**config.mk**
```make
export PLATFORM = sky130hd
export DESIGN_NAME = state_variable_filter_multichannel
export DESIGN_NICKNAME = d
export VERILOG_FILES = /design/src/svf_pkg.sv /design/src/svf_state_mem.sv /design/src/svf_datapath.sv /design/src/svf_seq.sv /design/src/state_variable_filter_multichannel.sv
export SDC_FILE = /design/constraint.sdc
export NUM_CORES = 2
export LEC_CHECK = 0
export BUFFER_PORTS_ARGS = -buffer_cell sky130_fd_sc_hd__buf_2
export CAP_MARGIN = 15
export CORE_UTILIZATION = 65
export CTS_BUF_LIST = sky130_fd_sc_hd__clkbuf_4 sky130_fd_sc_hd__clkbuf_8 sky130_fd_sc_hd__clkbuf_16
export DETAILED_ROUTE_END_ITERATION = 10
export GPL_ROUTABILITY_DRIVEN = 0
export MAX_ROUTING_LAYER = met4
export PLACE_DENSITY = 0.82
export SYNTH_ARGS = -nofsm -noshare
export SYNTH_HDL_FRONTEND = slang
export SYNTH_HIERARCHICAL = 1
export SYNTH_SLANG_ARGS = --single-unit
export TNS_END_PERCENT = 5
```
**constraint.sdc**
```tcl
create_clock -name clk -period 16.5 [get_ports clk]
set_clock_uncertainty 0.05 [all_clocks]
set_input_delay 3.3 -clock clk [delete_from_list [all_inputs] [get_ports clk]]
set_output_delay 3.3 -clock clk [all_outputs]
set_load 0.01 [all_outputs]
```
**src/svf_pkg.sv**
```systemverilog
// Shared definitions for the multichannel state-variable filter.
// Holds widths, register indexes, mode codes, sequencer states and the control struct.
// No dependencies.
package svf_pkg;

  // Field and format widths
  localparam int CHAN_BITS        = 3;
  localparam int DEF_NUM_CHANNELS = 8;
  localparam int DEF_SAMPLE_BITS  = 24;
  localparam int GUARD_BITS       = 8;   // extra integer bits of a filter value
  localparam int COEF_FRAC        = 16;
  localparam int FREQ_BITS        = 15;
  localparam int DAMP_BITS        = 18;
  localparam int COEF_BITS        = 18;  // widest coefficient
  localparam int MODE_BITS        = 3;

  // Configuration port
  localparam int CFG_DATA_BITS = 18;
  localparam int CFG_IDX_BITS  = 2;

  localparam logic [CFG_IDX_BITS-1:0] REG_FREQ = 2'd0;
  localparam logic [CFG_IDX_BITS-1:0] REG_DAMP = 2'd1;
  localparam logic [CFG_IDX_BITS-1:0] REG_MODE = 2'd2;

  localparam logic [FREQ_BITS-1:0] FREQ_RESET = 15'd6283;
  localparam logic [DAMP_BITS-1:0] DAMP_RESET = 18'd85000;

  // Filter mode codes; the remaining codes give a zero result
  localparam logic [MODE_BITS-1:0] MODE_LOW   = 3'd0;
  localparam logic [MODE_BITS-1:0] MODE_HIGH  = 3'd1;
  localparam logic [MODE_BITS-1:0] MODE_BAND  = 3'd2;
  localparam logic [MODE_BITS-1:0] MODE_NOTCH = 3'd3;
  localparam logic [MODE_BITS-1:0] MODE_PEAK  = 3'd4;

  // Sequencer steps
  typedef enum logic [3:0] {
    ST_IDLE,
    ST_LOAD,
    ST_MUL_FB,
    ST_LOW,
    ST_NOTCH,
    ST_HIGH,
    ST_MUL_FH,
    ST_BAND,
    ST_SEL,
    ST_OUT
  } seq_state_t;

  // Destination of the shared add and saturate step
  typedef enum logic [1:0] {
    DST_LOW,
    DST_NOTCH,
    DST_HIGH,
    DST_BAND
  } dst_t;

  typedef enum logic {
    COEF_FREQ,
    COEF_DAMP
  } coef_sel_t;

  typedef enum logic {
    VAL_BAND,
    VAL_HIGH
  } val_sel_t;

  // Control word from the sequencer to the datapath
  typedef struct packed {
    logic      load;
    logic      mul_en;
    coef_sel_t mul_coef;
    val_sel_t  mul_val;
    logic      add_en;
    dst_t      add_dst;
    logic      sel_en;
    logic      out_en;
  } ctrl_t;

endpackage

```
**src/svf_state_mem.sv**
```systemverilog
// Per-channel filter state memory: one row of lowpass and bandpass values per channel.
// Registered read; rows never written since reset read as zero. Depends on svf_pkg.
module svf_state_mem
  import svf_pkg::*;
#(
  parameter int NUM_CHANNELS = DEF_NUM_CHANNELS,
  parameter int WIDTH        = 2 * (DEF_SAMPLE_BITS + GUARD_BITS),
  localparam int IDX_W       = (NUM_CHANNELS > 1) ? $clog2(NUM_CHANNELS) : 1
) (
  input  logic             clk,
  input  logic             rst,
  input  logic             rd_en,
  input  logic [IDX_W-1:0] rd_addr,
  input  logic             wr_en,
  input  logic [IDX_W-1:0] wr_addr,
  input  logic [WIDTH-1:0] wr_data,
  output logic [WIDTH-1:0] rd_data
);

  logic [WIDTH-1:0]        mem [NUM_CHANNELS];
  logic [NUM_CHANNELS-1:0] row_valid;
  logic [WIDTH-1:0]        rd_data_r;
  logic                    rd_valid_r;

  // Storage array, written and read in a clocked block
  always_ff @(posedge clk) begin
    if (wr_en) begin
      mem[wr_addr] <= wr_data;
    end
    if (rd_en) begin
      rd_data_r <= mem[rd_addr];
    end
  end

  // Written marks, cleared at reset so every channel starts from zero
  always_ff @(posedge clk) begin
    if (rst) begin
      row_valid  <= '0;
      rd_valid_r <= 1'b0;
    end else begin
      if (wr_en) begin
        row_valid[wr_addr] <= 1'b1;
      end
      if (rd_en) begin
        rd_valid_r <= (int'(rd_addr) < NUM_CHANNELS) ? row_valid[rd_addr] : 1'b0;
      end
    end
  end

  // A row that has not been written since reset reads as zero
  assign rd_data = rd_valid_r ? rd_data_r : '0;

endmodule

```
**src/svf_datapath.sv**
```systemverilog
// Shared multiply and add-saturate unit with the working filter registers.
// Driven step by step by the control word of svf_seq. Depends on svf_pkg.
module svf_datapath
  import svf_pkg::*;
#(
  parameter int SAMPLE_BITS = DEF_SAMPLE_BITS,
  localparam int SB         = SAMPLE_BITS + GUARD_BITS
) (
  input  logic                          clk,
  input  ctrl_t                         ctrl,
  input  logic signed [SAMPLE_BITS-1:0] sample,
  input  logic        [FREQ_BITS-1:0]   freq_coef,
  input  logic        [DAMP_BITS-1:0]   damp_coef,
  input  logic        [MODE_BITS-1:0]   mode,
  input  logic signed [SB-1:0]          mem_low,
  input  logic signed [SB-1:0]          mem_band,
  output logic signed [SB-1:0]          low,
  output logic signed [SB-1:0]          band,
  output logic signed [SAMPLE_BITS-1:0] result
);

  localparam int PW = SB + COEF_BITS + 1;   // full product
  localparam int RW = PW - COEF_FRAC;       // rounded product
  localparam int SW = RW + 1;               // adder result
  localparam int HW = SB + 2;               // halving adder

  localparam logic signed [PW-1:0] ROUND_HALF = PW'(1) << (COEF_FRAC - 1);
  localparam logic signed [SW-1:0] S_MAX = {{(SW - SB + 1){1'b0}}, {(SB - 1){1'b1}}};
  localparam logic signed [SW-1:0] S_MIN = {{(SW - SB + 1){1'b1}}, {(SB - 1){1'b0}}};
  localparam logic signed [SB-1:0] V_MAX = {1'b0, {(SB - 1){1'b1}}};
  localparam logic signed [SB-1:0] V_MIN = {1'b1, {(SB - 1){1'b0}}};
  localparam logic signed [SB:0] H_MAX = {{(SB - SAMPLE_BITS + 2){1'b0}},
                                          {(SAMPLE_BITS - 1){1'b1}}};
  localparam logic signed [SB:0] H_MIN = {{(SB - SAMPLE_BITS + 2){1'b1}},
                                          {(SAMPLE_BITS - 1){1'b0}}};

  logic signed [SB-1:0]    low_r, band_r, notch_r, high_r;
  logic signed [RW-1:0]    prod_r;
  logic signed [SB:0]      sel_r;
  logic        [COEF_BITS-1:0] coef_op;
  logic signed [SB-1:0]    val_op;
  logic signed [PW-1:0]    prod_full;
  logic signed [PW-1:0]    prod_rnd;
  logic signed [SB-1:0]    add_a;
  logic signed [RW-1:0]    add_b;
  logic                    add_sub;
  logic signed [SW-1:0]    sum;
  logic signed [SB-1:0]    sum_sat;
  logic signed [HW-1:0]    half_sum;
  logic signed [SB:0]      half_val;

  // Multiplier operands and product, rounded half up to the value's scale
  always_comb begin
    coef_op   = (ctrl.mul_coef == COEF_FREQ) ? COEF_BITS'(freq_coef) : COEF_BITS'(damp_coef);
    val_op    = (ctrl.mul_val == VAL_HIGH) ? high_r : band_r;
    prod_full = $signed({1'b0, coef_op}) * val_op;
    prod_rnd  = prod_full + ROUND_HALF;
  end

  always_ff @(posedge clk) begin
    if (ctrl.mul_en) begin
      prod_r <= prod_rnd[PW-1:COEF_FRAC];
    end
  end

  // Adder operands follow from the destination register
  always_comb begin
    case (ctrl.add_dst)
      DST_LOW: begin
        add_a   = low_r;
        add_b   = prod_r;
        add_sub = 1'b0;
      end
      DST_NOTCH: begin
        add_a   = SB'(sample);
        add_b   = prod_r;
        add_sub = 1'b1;
      end
      DST_HIGH: begin
        add_a   = notch_r;
        add_b   = RW'(low_r);
        add_sub = 1'b1;
      end
      DST_BAND: begin
        add_a   = band_r;
        add_b   = prod_r;
        add_sub = 1'b0;
      end
      default: begin
        add_a   = low_r;
        add_b   = prod_r;
        add_sub = 1'b0;
      end
    endcase
    sum = add_sub ? (SW'(add_a) - SW'(add_b)) : (SW'(add_a) + SW'(add_b));
    if (sum > S_MAX) begin
      sum_sat = V_MAX;
    end else if (sum < S_MIN) begin
      sum_sat = V_MIN;
    end else begin
      sum_sat = sum[SB-1:0];
    end
  end

  // Working registers: loaded from memory, then updated one step at a time
  always_ff @(posedge clk) begin
    if (ctrl.load) begin
      low_r  <= mem_low;
      band_r <= mem_band;
    end else if (ctrl.add_en) begin
      case (ctrl.add_dst)
        DST_LOW:   low_r   <= sum_sat;
        DST_NOTCH: notch_r <= sum_sat;
        DST_HIGH:  high_r  <= sum_sat;
        DST_BAND:  band_r  <= sum_sat;
        default:   low_r   <= sum_sat;
      endcase
    end
  end

  // Pick the value for the chosen mode; peak mode is the unsaturated difference
  always_ff @(posedge clk) begin
    if (ctrl.sel_en) begin
      case (mode)
        MODE_LOW:   sel_r <= (SB + 1)'(low_r);
        MODE_HIGH:  sel_r <= (SB + 1)'(high_r);
        MODE_BAND:  sel_r <= (SB + 1)'(band_r);
        MODE_NOTCH: sel_r <= (SB + 1)'(notch_r);
        MODE_PEAK:  sel_r <= (SB + 1)'(low_r) - (SB + 1)'(high_r);
        default:    sel_r <= '0;
      endcase
    end
  end

  // Halve with rounding half up, then saturate to the sample width
  always_comb begin
    half_sum = HW'(sel_r) + HW'(1);
    half_val = half_sum[HW-1:1];
    if (half_val > H_MAX) begin
      result = {1'b0, {(SAMPLE_BITS - 1){1'b1}}};
    end else if (half_val < H_MIN) begin
      result = {1'b1, {(SAMPLE_BITS - 1){1'b0}}};
    end else begin
      result = half_val[SAMPLE_BITS-1:0];
    end
  end

  assign low  = low_r;
  assign band = band_r;

endmodule

```
**src/svf_seq.sv**
```systemverilog
// Step sequencer for the shared filter unit: two filter iterations per item.
// Issues one control word per cycle to svf_datapath. Depends on svf_pkg.
module svf_seq
  import svf_pkg::*;
(
  input  logic  clk,
  input  logic  rst,
  input  logic  start,
  input  logic  out_free,
  output ctrl_t ctrl,
  output logic  busy
);

  seq_state_t state, state_next;
  logic       iter, iter_next;

  always_ff @(posedge clk) begin
    if (rst) begin
      state <= ST_IDLE;
      iter  <= 1'b0;
    end else begin
      state <= state_next;
      iter  <= iter_next;
    end
  end

  // Next step and iteration count
  always_comb begin
    state_next = state;
    iter_next  = iter;
    case (state)
      ST_IDLE: begin
        if (start) begin
          state_next = ST_LOAD;
        end
      end
      ST_LOAD: begin
        state_next = ST_MUL_FB;
        iter_next  = 1'b0;
      end
      ST_MUL_FB: state_next = ST_LOW;
      ST_LOW:    state_next = ST_NOTCH;
      ST_NOTCH:  state_next = ST_HIGH;
      ST_HIGH:   state_next = ST_MUL_FH;
      ST_MUL_FH: state_next = ST_BAND;
      ST_BAND: begin
        if (iter) begin
          state_next = ST_SEL;
        end else begin
          state_next = ST_MUL_FB;
          iter_next  = 1'b1;
        end
      end
      ST_SEL: state_next = ST_OUT;
      ST_OUT: begin
        if (out_free) begin
          state_next = ST_IDLE;
        end
      end
      default: state_next = ST_IDLE;
    endcase
  end

  // Control word for each step
  always_comb begin
    ctrl          = '0;
    ctrl.mul_coef = COEF_FREQ;
    ctrl.mul_val  = VAL_BAND;
    ctrl.add_dst  = DST_LOW;
    case (state)
      ST_LOAD: ctrl.load = 1'b1;
      ST_MUL_FB: begin
        ctrl.mul_en = 1'b1;
      end
      ST_LOW: begin
        ctrl.add_en   = 1'b1;
        ctrl.add_dst  = DST_LOW;
        ctrl.mul_en   = 1'b1;
        ctrl.mul_coef = COEF_DAMP;
      end
      ST_NOTCH: begin
        ctrl.add_en  = 1'b1;
        ctrl.add_dst = DST_NOTCH;
      end
      ST_HIGH: begin
        ctrl.add_en  = 1'b1;
        ctrl.add_dst = DST_HIGH;
      end
      ST_MUL_FH: begin
        ctrl.mul_en  = 1'b1;
        ctrl.mul_val = VAL_HIGH;
      end
      ST_BAND: begin
        ctrl.add_en  = 1'b1;
        ctrl.add_dst = DST_BAND;
      end
      ST_SEL: ctrl.sel_en = 1'b1;
      ST_OUT: ctrl.out_en = out_free;
      default: ctrl.load = 1'b0;
    endcase
  end

  assign busy = (state != ST_IDLE);

endmodule

```
**src/state_variable_filter_multichannel.sv**
```systemverilog
// Multichannel double-sampled state-variable filter. Each item takes six steps per filter
// iteration through the one shared multiplier and saturating adder, two iterations per item,
// plus load, selection and output steps; no new item is taken until the result of the last
// one has gone into the output register, so a stalled output holds back the input as well.
// Reset (synchronous) clears all channel state to zero, sets the coefficients to their
// defaults and the mode to lowpass, and empties the output register.
module state_variable_filter_multichannel
  import svf_pkg::*;
#(
  parameter int NUM_CHANNELS = DEF_NUM_CHANNELS,
  parameter int SAMPLE_BITS  = DEF_SAMPLE_BITS,
  localparam int TDATA_W     = ((CHAN_BITS + SAMPLE_BITS + 7) / 8) * 8
) (
  input  logic                     clk,
  input  logic                     rst,
  // Input items
  input  logic                     s_axis_tvalid,
  output logic                     s_axis_tready,
  input  logic [TDATA_W-1:0]       s_axis_tdata,   // chan_index, sample_in, zero fill
  // Result items
  output logic                     m_axis_tvalid,
  input  logic                     m_axis_tready,
  output logic [TDATA_W-1:0]       m_axis_tdata,   // chan_out, sample_out, zero fill
  // Register writes
  input  logic                     cfg_we,
  input  logic [CFG_IDX_BITS-1:0]  cfg_index,
  input  logic [CFG_DATA_BITS-1:0] cfg_data
);

  localparam int SB    = SAMPLE_BITS + GUARD_BITS;
  localparam int IDX_W = (NUM_CHANNELS > 1) ? $clog2(NUM_CHANNELS) : 1;

  logic [FREQ_BITS-1:0] freq_coef;
  logic [DAMP_BITS-1:0] damp_coef;
  logic [MODE_BITS-1:0] filter_mode;

  logic                          in_acc;
  logic [CHAN_BITS-1:0]          in_chan;
  logic [CHAN_BITS-1:0]          chan_r;
  logic signed [SAMPLE_BITS-1:0] sample_r;
  logic                          chan_ok_r;
  logic                          busy;
  logic                          out_free;
  ctrl_t                         ctrl;

  logic [2*SB-1:0]               mem_rd_data;
  logic signed [SB-1:0]          dp_low, dp_band;
  logic signed [SAMPLE_BITS-1:0] dp_result;
  logic [CHAN_BITS-1:0]          out_chan;
  logic [SAMPLE_BITS-1:0]        out_sample;

  // Configuration registers; writes to indexes beyond the list are dropped
  always_ff @(posedge clk) begin
    if (rst) begin
      freq_coef   <= FREQ_RESET;
      damp_coef   <= DAMP_RESET;
      filter_mode <= MODE_LOW;
    end else if (cfg_we) begin
      case (cfg_index)
        REG_FREQ: freq_coef   <= cfg_data[FREQ_BITS-1:0];
        REG_DAMP: damp_coef   <= cfg_data[DAMP_BITS-1:0];
        REG_MODE: filter_mode <= cfg_data[MODE_BITS-1:0];
        default:  ;
      endcase
    end
  end

  // Input item capture
  assign s_axis_tready = !busy;
  assign in_acc        = s_axis_tvalid && s_axis_tready;
  assign in_chan       = s_axis_tdata[CHAN_BITS-1:0];

  always_ff @(posedge clk) begin
    if (in_acc) begin
      chan_r    <= in_chan;
      sample_r  <= s_axis_tdata[CHAN_BITS +: SAMPLE_BITS];
      chan_ok_r <= (int'(in_chan) < NUM_CHANNELS);
    end
  end

  // Channel state memory, read as the item is accepted and written back at the end
  svf_state_mem #(
    .NUM_CHANNELS (NUM_CHANNELS),
    .WIDTH        (2 * SB)
  ) u_mem (
    .clk     (clk),
    .rst     (rst),
    .rd_en   (in_acc),
    .rd_addr (IDX_W'(in_chan)),
    .wr_en   (ctrl.out_en && chan_ok_r),
    .wr_addr (IDX_W'(chan_r)),
    .wr_data ({dp_low, dp_band}),
    .rd_data (mem_rd_data)
  );

  svf_seq u_seq (
    .clk      (clk),
    .rst      (rst),
    .start    (in_acc),
    .out_free (out_free),
    .ctrl     (ctrl),
    .busy     (busy)
  );

  svf_datapath #(
    .SAMPLE_BITS (SAMPLE_BITS)
  ) u_dp (
    .clk       (clk),
    .ctrl      (ctrl),
    .sample    (sample_r),
    .freq_coef (freq_coef),
    .damp_coef (damp_coef),
    .mode      (filter_mode),
    .mem_low   (mem_rd_data[2*SB-1:SB]),
    .mem_band  (mem_rd_data[SB-1:0]),
    .low       (dp_low),
    .band      (dp_band),
    .result    (dp_result)
  );

  // Output register; a channel out of range gives a zero sample
  assign out_free = !m_axis_tvalid || m_axis_tready;

  always_ff @(posedge clk) begin
    if (rst) begin
      m_axis_tvalid <= 1'b0;
    end else if (ctrl.out_en) begin
      m_axis_tvalid <= 1'b1;
    end else if (m_axis_tready) begin
      m_axis_tvalid <= 1'b0;
    end
  end

  always_ff @(posedge clk) begin
    if (ctrl.out_en) begin
      out_chan   <= chan_r;
      out_sample <= chan_ok_r ? dp_result : '0;
    end
  end

  assign m_axis_tdata = TDATA_W'({out_sample, out_chan});

  // A result appears only from the sequencer's output step
  a_out_from_seq: assert property (@(posedge clk) disable iff (rst)
    $rose(m_axis_tvalid) |-> $past(ctrl.out_en))
    else $error("result item offered without an output step");

  // The result carries the channel of the item being worked on
  a_out_chan: assert property (@(posedge clk) disable iff (rst)
    ctrl.out_en |=> (m_axis_tdata[CHAN_BITS-1:0] == $past(chan_r)))
    else $error("result channel differs from the accepted channel");

  // A channel beyond the configured count yields a zero sample
  a_bad_chan_zero: assert property (@(posedge clk) disable iff (rst)
    (ctrl.out_en && !chan_ok_r) |=> (out_sample == '0))
    else $error("out of range channel gave a non-zero sample");

  // No second item is taken while one is in the shared unit
  a_one_item: assert property (@(posedge clk) disable iff (rst)
    in_acc |=> !s_axis_tready)
    else $error("input accepted while the filter unit is busy");

endmodule
```
Yosys cells after proc, flatten, opt, wreduce, memory -nomap -nowiden
Memory sizes are Yosys's and may differ from the RTL's. A register that Yosys moved wholly into a read port is not among the register bits.
Index checks and enable logic that the tools add are counted.
{"block": "op_classes", "add_sub_neg": 5, "mul": 1, "n_lt_le_gt_ge": 7, "n_eq_ne": 20, "muxes": 37, "bitwise_logic": 2, "n_reduce_logical": 27}
{"cell": "32-bit two-way mux", "count": 9}
{"cell": "33-bit case mux with 5 select lines", "count": 1}
{"cell": "32-bit case mux with 4 select lines", "count": 1}
{"cell": "35-bit case mux with 2 select lines", "count": 1}
{"cell": "64-bit two-way mux", "count": 1}
{"cell": "51-bit by 17-bit adder with 51-bit output (second input constant)", "count": 1}
{"cell": "19-bit by 32-bit multiplier with 51-bit output", "count": 1}
{"cell": "4-bit case mux with 10 select lines", "count": 1}
{"cell": "32-bit by 35-bit adder with 36-bit output", "count": 1}
{"cell": "36-bit by 32-bit greater-than comparator with 1-bit output (second input constant)", "count": 1}
{"cell": "36-bit by 32-bit less-than comparator with 1-bit output (second input constant)", "count": 1}
{"cell": "36-bit two-way mux", "count": 1}
{"cell": "32-bit by 35-bit subtractor with 36-bit output", "count": 1}
{"cell": "33-bit by 2-bit adder with 34-bit output (second input constant)", "count": 1}
{"cell": "33-bit by 24-bit greater-than comparator with 1-bit output (second input constant)", "count": 1}
{"cell": "33-bit by 24-bit less-than comparator with 1-bit output (second input constant)", "count": 1}
{"cell": "32-bit by 32-bit subtractor with 33-bit output", "count": 1}
{"cell": "24-bit two-way mux", "count": 1}
{"cell": "18-bit two-way mux", "count": 1}
{"cell": "4-bit by 3-bit == test with 1-bit output (second input constant)", "count": 4}
{"cell": "1-bit two-way mux", "count": 12}
{"cell": "4-bit two-way mux", "count": 3}
{"cell": "3-bit case mux with 4 select lines", "count": 1}
{"cell": "2-bit AND reduction", "count": 6}
{"cell": "other kinds (28)", "count": 46}
{"block": "totals", "ff_bits": 301, "ram_bits": 512, "input_bits": 57, "output_inout_bits": 34, "mem_count": 1}
{"memory": "u_mem.mem", "words": 8, "width": 64, "read_ports": 1, "rd_ports_with_merged_regs": 1, "write_ports": 1, "line": "svf_state_mem.sv:20", "text": "logic [WIDTH-1:0] mem [NUM_CHANNELS];"}

Logic depth before layout (Yosys ltp)
{"block": "depth", "depth_word": 13, "depth_mapped": 36}

Modules after synthesis
The synthesis kept the hierarchy.
{"module": "svf_datapath", "n_inst": 1, "cells_each": 3773, "area_per_inst_um2": 34820.9, "seq_area_each_um2": 5885.6}
{"module": "svf_state_mem", "n_inst": 1, "cells_each": 915, "area_per_inst_um2": 21943.5, "seq_area_each_um2": 17476.8}
{"module": "state_variable_filter_multichannel", "n_inst": 1, "cells_each": 213, "area_per_inst_um2": 3213.1, "seq_area_each_um2": 2362.3}
{"module": "svf_seq", "n_inst": 1, "cells_each": 42, "area_per_inst_um2": 367.9, "seq_area_each_um2": 100.1}

Worst setup path after synthesis
No wires, ideal clock.
{"block": "synth_timing", "kind": "input port to flip-flop", "from": "input m_axis_tready", "to": "memory u_mem/mem[0][0] (netlist name) (enable)", "setup_ps": 670, "arrival_ps": 12353, "path_slack_ps": 3427, "stages": 4, "cell_sequence": "nand2b_1 -> nand2_1 -> nor3_1 -> nor4b_1"}
{"item": "start: declaration", "line": "state_variable_filter_multichannel.sv:22", "text": "input logic m_axis_tready,"}
{"item": "end: declaration", "line": "svf_state_mem.sv:20"}

==> flow_metrics.py <==
metrics = {
    "worst_setup_path": {
        "cp_max_fo": 63,
        "arrival_ns": 9.99,
        "ff2ff_path_depth": 21,
        "cp.required_ns": 16.85,
        "reg2reg_setup_slack_ns": 6.86,
        "crit-reg2reg-launch": "u_seq/state[2]",
        "critPathCaptureType": "flip-flop",
        "rr_endpoint": "u_dp/prod_r[25]",
        "critPathKind": "reg2reg",
        "cp-start-kind": "flip-flop",
    },
    "final_layout": {
        "layout-drive-gt1-share_pct": 12.3,
        "final_cell_area_um2": 65200,
        "area_growth_pct": 7.96,
        "nFillCells": 5945,
        "num-nets-final": 5840,
    },
    "floorplan": {
        "start_util_pct": 65.7,
        "coreArea_um2": 91800,
        "ios": 91,
        "dieWidth_um": 307,
        "core.rowCount": 111,
        "dieArea_um2": 94100,
        "die_h_um": 307,
    },
    "global_routing": {
        "grt_pass1_wl_um": 254000,
        "grt_max_degree": 77,
        "grt_overflow": 0,
        "grt_pass1_vias": 42938,
        "antenna_found_initial": 6,
        "grt_usage_pct": 37.7,
    },
    "place": {
        "dpl-instance-area_um2": 62100,
        "io_buffers": 80,
        "hpwl_um": 115000,
    },
    "timing": {
        "tns_ns": 0,
        "slew_violations": 0,
        "holdWs_ns": 0.423,
        "max_slew_margin_pct": 17.8,
        "grt_setup_unrepaired": "false",
        "fmax_mhz": 104,
        "period_share_pct": 58.4,
        "worstMarginPinSlew_ns": 1.23,
        "finalCriticalPeriod_ns": 9.64,
        "setup_viol": 0,
        "hold_viol_final": 0,
    },
    "logic_synthesis": {
        "synth_top_area_share_pct": 41.1,
        "ys_types": 89,
        "yosys.area.top_type": "edfxtp_1",
        "ys_seq_area_share_pct": 42.8,
        "synth_warnings": 6,
        "synth-seq-cells": 877,
        "async_reset_ff_share_pct": 0,
        "synthTopCellsByArea": "edfxtp_1 (41%), fa_1 (19%), ha_1 (5.0%)",
        "synth_ff_type": "edfxtp_1",
        "synth_area_per_cell_um2": 12.2,
        "synthCells": 4943,
        "syn-cell-area_um2": 60300,
        "synth_edf_count": 826,
        "synth_common_cells": "edfxtp_1 (826), inv_1 (725), fa_1 (559)",
        "yosysMostFrequentCell": "edfxtp_1",
    },
    "cts": {
        "ctsResizeCount": 0,
        "holdBufCountCts": 0,
        "ctsLongestPathBuffers": 3,
        "cts_buffers": 87,
        "clk_latency_ns": 0.68,
        "cts_tree": "done",
        "ctsHtreeMaxLevel": 3,
        "cts.sinks": 877,
        "cts_setup_buffers": 0,
        "path_clk_slew_ns": 0.06,
        "cts-root-buf": "clkbuf_16",
    },
    "worst_hold_path": {
        "min_path_cells": 2,
        "hold_start": "u_mem/row_valid[1]",
        "holdPathEnd": "u_mem/row_valid[1]",
        "hold_path_class": "reg2reg",
    },
    "route": {
        "routedWlPerCell_um": 26.8,
        "drc": 0,
        "routed_wl_um": 169000,
        "routed_via_density": 6.59,
        "vias": 41494,
        "drtIter0Drc": 5868,
        "ant_nets": 0,
        "dr.pass1.iters": 8,
    },
    "outcome": {
        "status": "completed",
    },
    "run": {
        "cap_violations": 0,
    },
}
cell usage in the layout, fill, tap and decap left out, types with 14 or more instances in the layout:
| cell type | count |
|---|---|
| o21bai_1 | 17 |
| a22o_1 | 24 |
| a22oi_1 | 17 |
| buf_4 | 88 |
| mux2i_1 | 137 |
| nor2_1 | 367 |
| clkbuf_4 | 18 |
| buf_2 | 77 |
| a31oi_1 | 22 |
| mux2_2 | 116 |
| xor2_1 | 78 |
| o21ai_0 | 122 |
| and3_1 | 27 |
| dfxtp_1 | 50 |
| o21ai_1 | 18 |
| a21oi_1 | 174 |
| o211ai_1 | 14 |
| inv_1 | 725 |
| o211a_1 | 25 |
| xnor2_1 | 82 |
| nor3_1 | 35 |
| o21a_1 | 14 |
| nand4_1 | 29 |
| fa_1 | 559 |
| a21o_1 | 50 |
| nand2b_1 | 64 |
| a221oi_1 | 35 |
| and2_1 | 71 |
| ha_1 | 238 |
| mux4_2 | 129 |
| clkbuf_16 | 87 |
| nand3_1 | 46 |
| a211oi_1 | 14 |
| edfxtp_1 | 826 |
| nand2_1 | 410 |
| a222oi_1 | 23 |
critical path: stages (launching register included):
cell      delay [ns]
dfxtp_1         0.66
and4bb_4        0.31
buf_4           0.68
mux2i_1         0.92
nor2_1          0.20
fa_1            0.62
inv_1           0.15
fa_1            0.53
fa_1            0.81
inv_1           0.29
fa_1            0.52
fa_1            0.56
fa_1            0.42
ha_1            0.29
ha_1            0.36
inv_1           0.18
o21bai_1        0.10
a21oi_1         0.42
nand3_1         0.12
a211oi_1        0.57
nor2_1          0.13
xor2_1          0.43
cells by family after synthesis:
logic type / share of synthesized area [%]
AOI/OAI and AO/OA: 7.10
xor gates and xnor gates: 2.47
adders and majority gates: 23.5
buffers and inverters: 6.21
DFF: 42.8
muxes: 9.37
other: 0.00621
and+or+nand+nor: 8.54
metal layers:
metal	GRT usage, %	wire, µm	vias to the layer above	part of all wire, %
met4	22.7	12100	0	7.2
li1	-	-	17091	-
met3	8.97	21400	800	13
met2	57.7	78300	3030	46
met1	45.8	57000	20573	34
met5	-	0	-	0
worst max path at each step:
stage	startpoint	slack (ns)	cells after the start	endpoint
final	u_seq/state[2]	6.86	21	u_dp/prod_r[25]
after global routing	u_seq/state[2]	6.48	21	u_dp/prod_r[25]
after CTS	u_seq/state[2]	7.07	21	u_dp/prod_r[25]
after detailed placement	u_seq/state[2]	7.12	21	u_dp/prod_r[25]
after global placement	u_seq/state[2]	7.14	21	u_dp/prod_r[25]
after floorplan	m_axis_tready	3.43	4	u_mem/mem[0][0]
through the flow:
step	utilization [%]	cells	setup slack [ns]
global route	71.0	6295	6.48
global placement	67.7	6135	7.14
CTS	70.9	6290	7.07
floorplan	-	4947	3.43
detailed placement	67.7	6136	7.12
finish	71.0	6297	6.86
sequential cells by signal, indices dropped and copies added, names as in the netlist, 24 cells and up:
| register | count |
|---|---|
| out_sample | 24 |
| sample_r | 24 |
| u_dp/band | 32 |
| u_dp/high_r | 32 |
| u_dp/low | 32 |
| u_dp/notch_r | 32 |
| u_dp/prod_r | 35 |
| u_dp/sel_r | 33 |
| u_mem/mem | 512 |
| u_mem/rd_data_r | 64 |
final cells by class:
type	count	area [µm²]	share of cell area, %
sequential	877	25800	39.6
tap	1243	1560	2.39
clock inverter	43	572	0.878
inverter	726	2730	4.18
multi-input combinational	3124	31000	47.5
timing repair buffer	168	1100	1.69
antenna	5	12.5	0.0192
clock buffer	111	2390	3.68
Power is not shown: default switching activity piles up to over one toggle a cycle in this logic, so the estimate is an artifact.
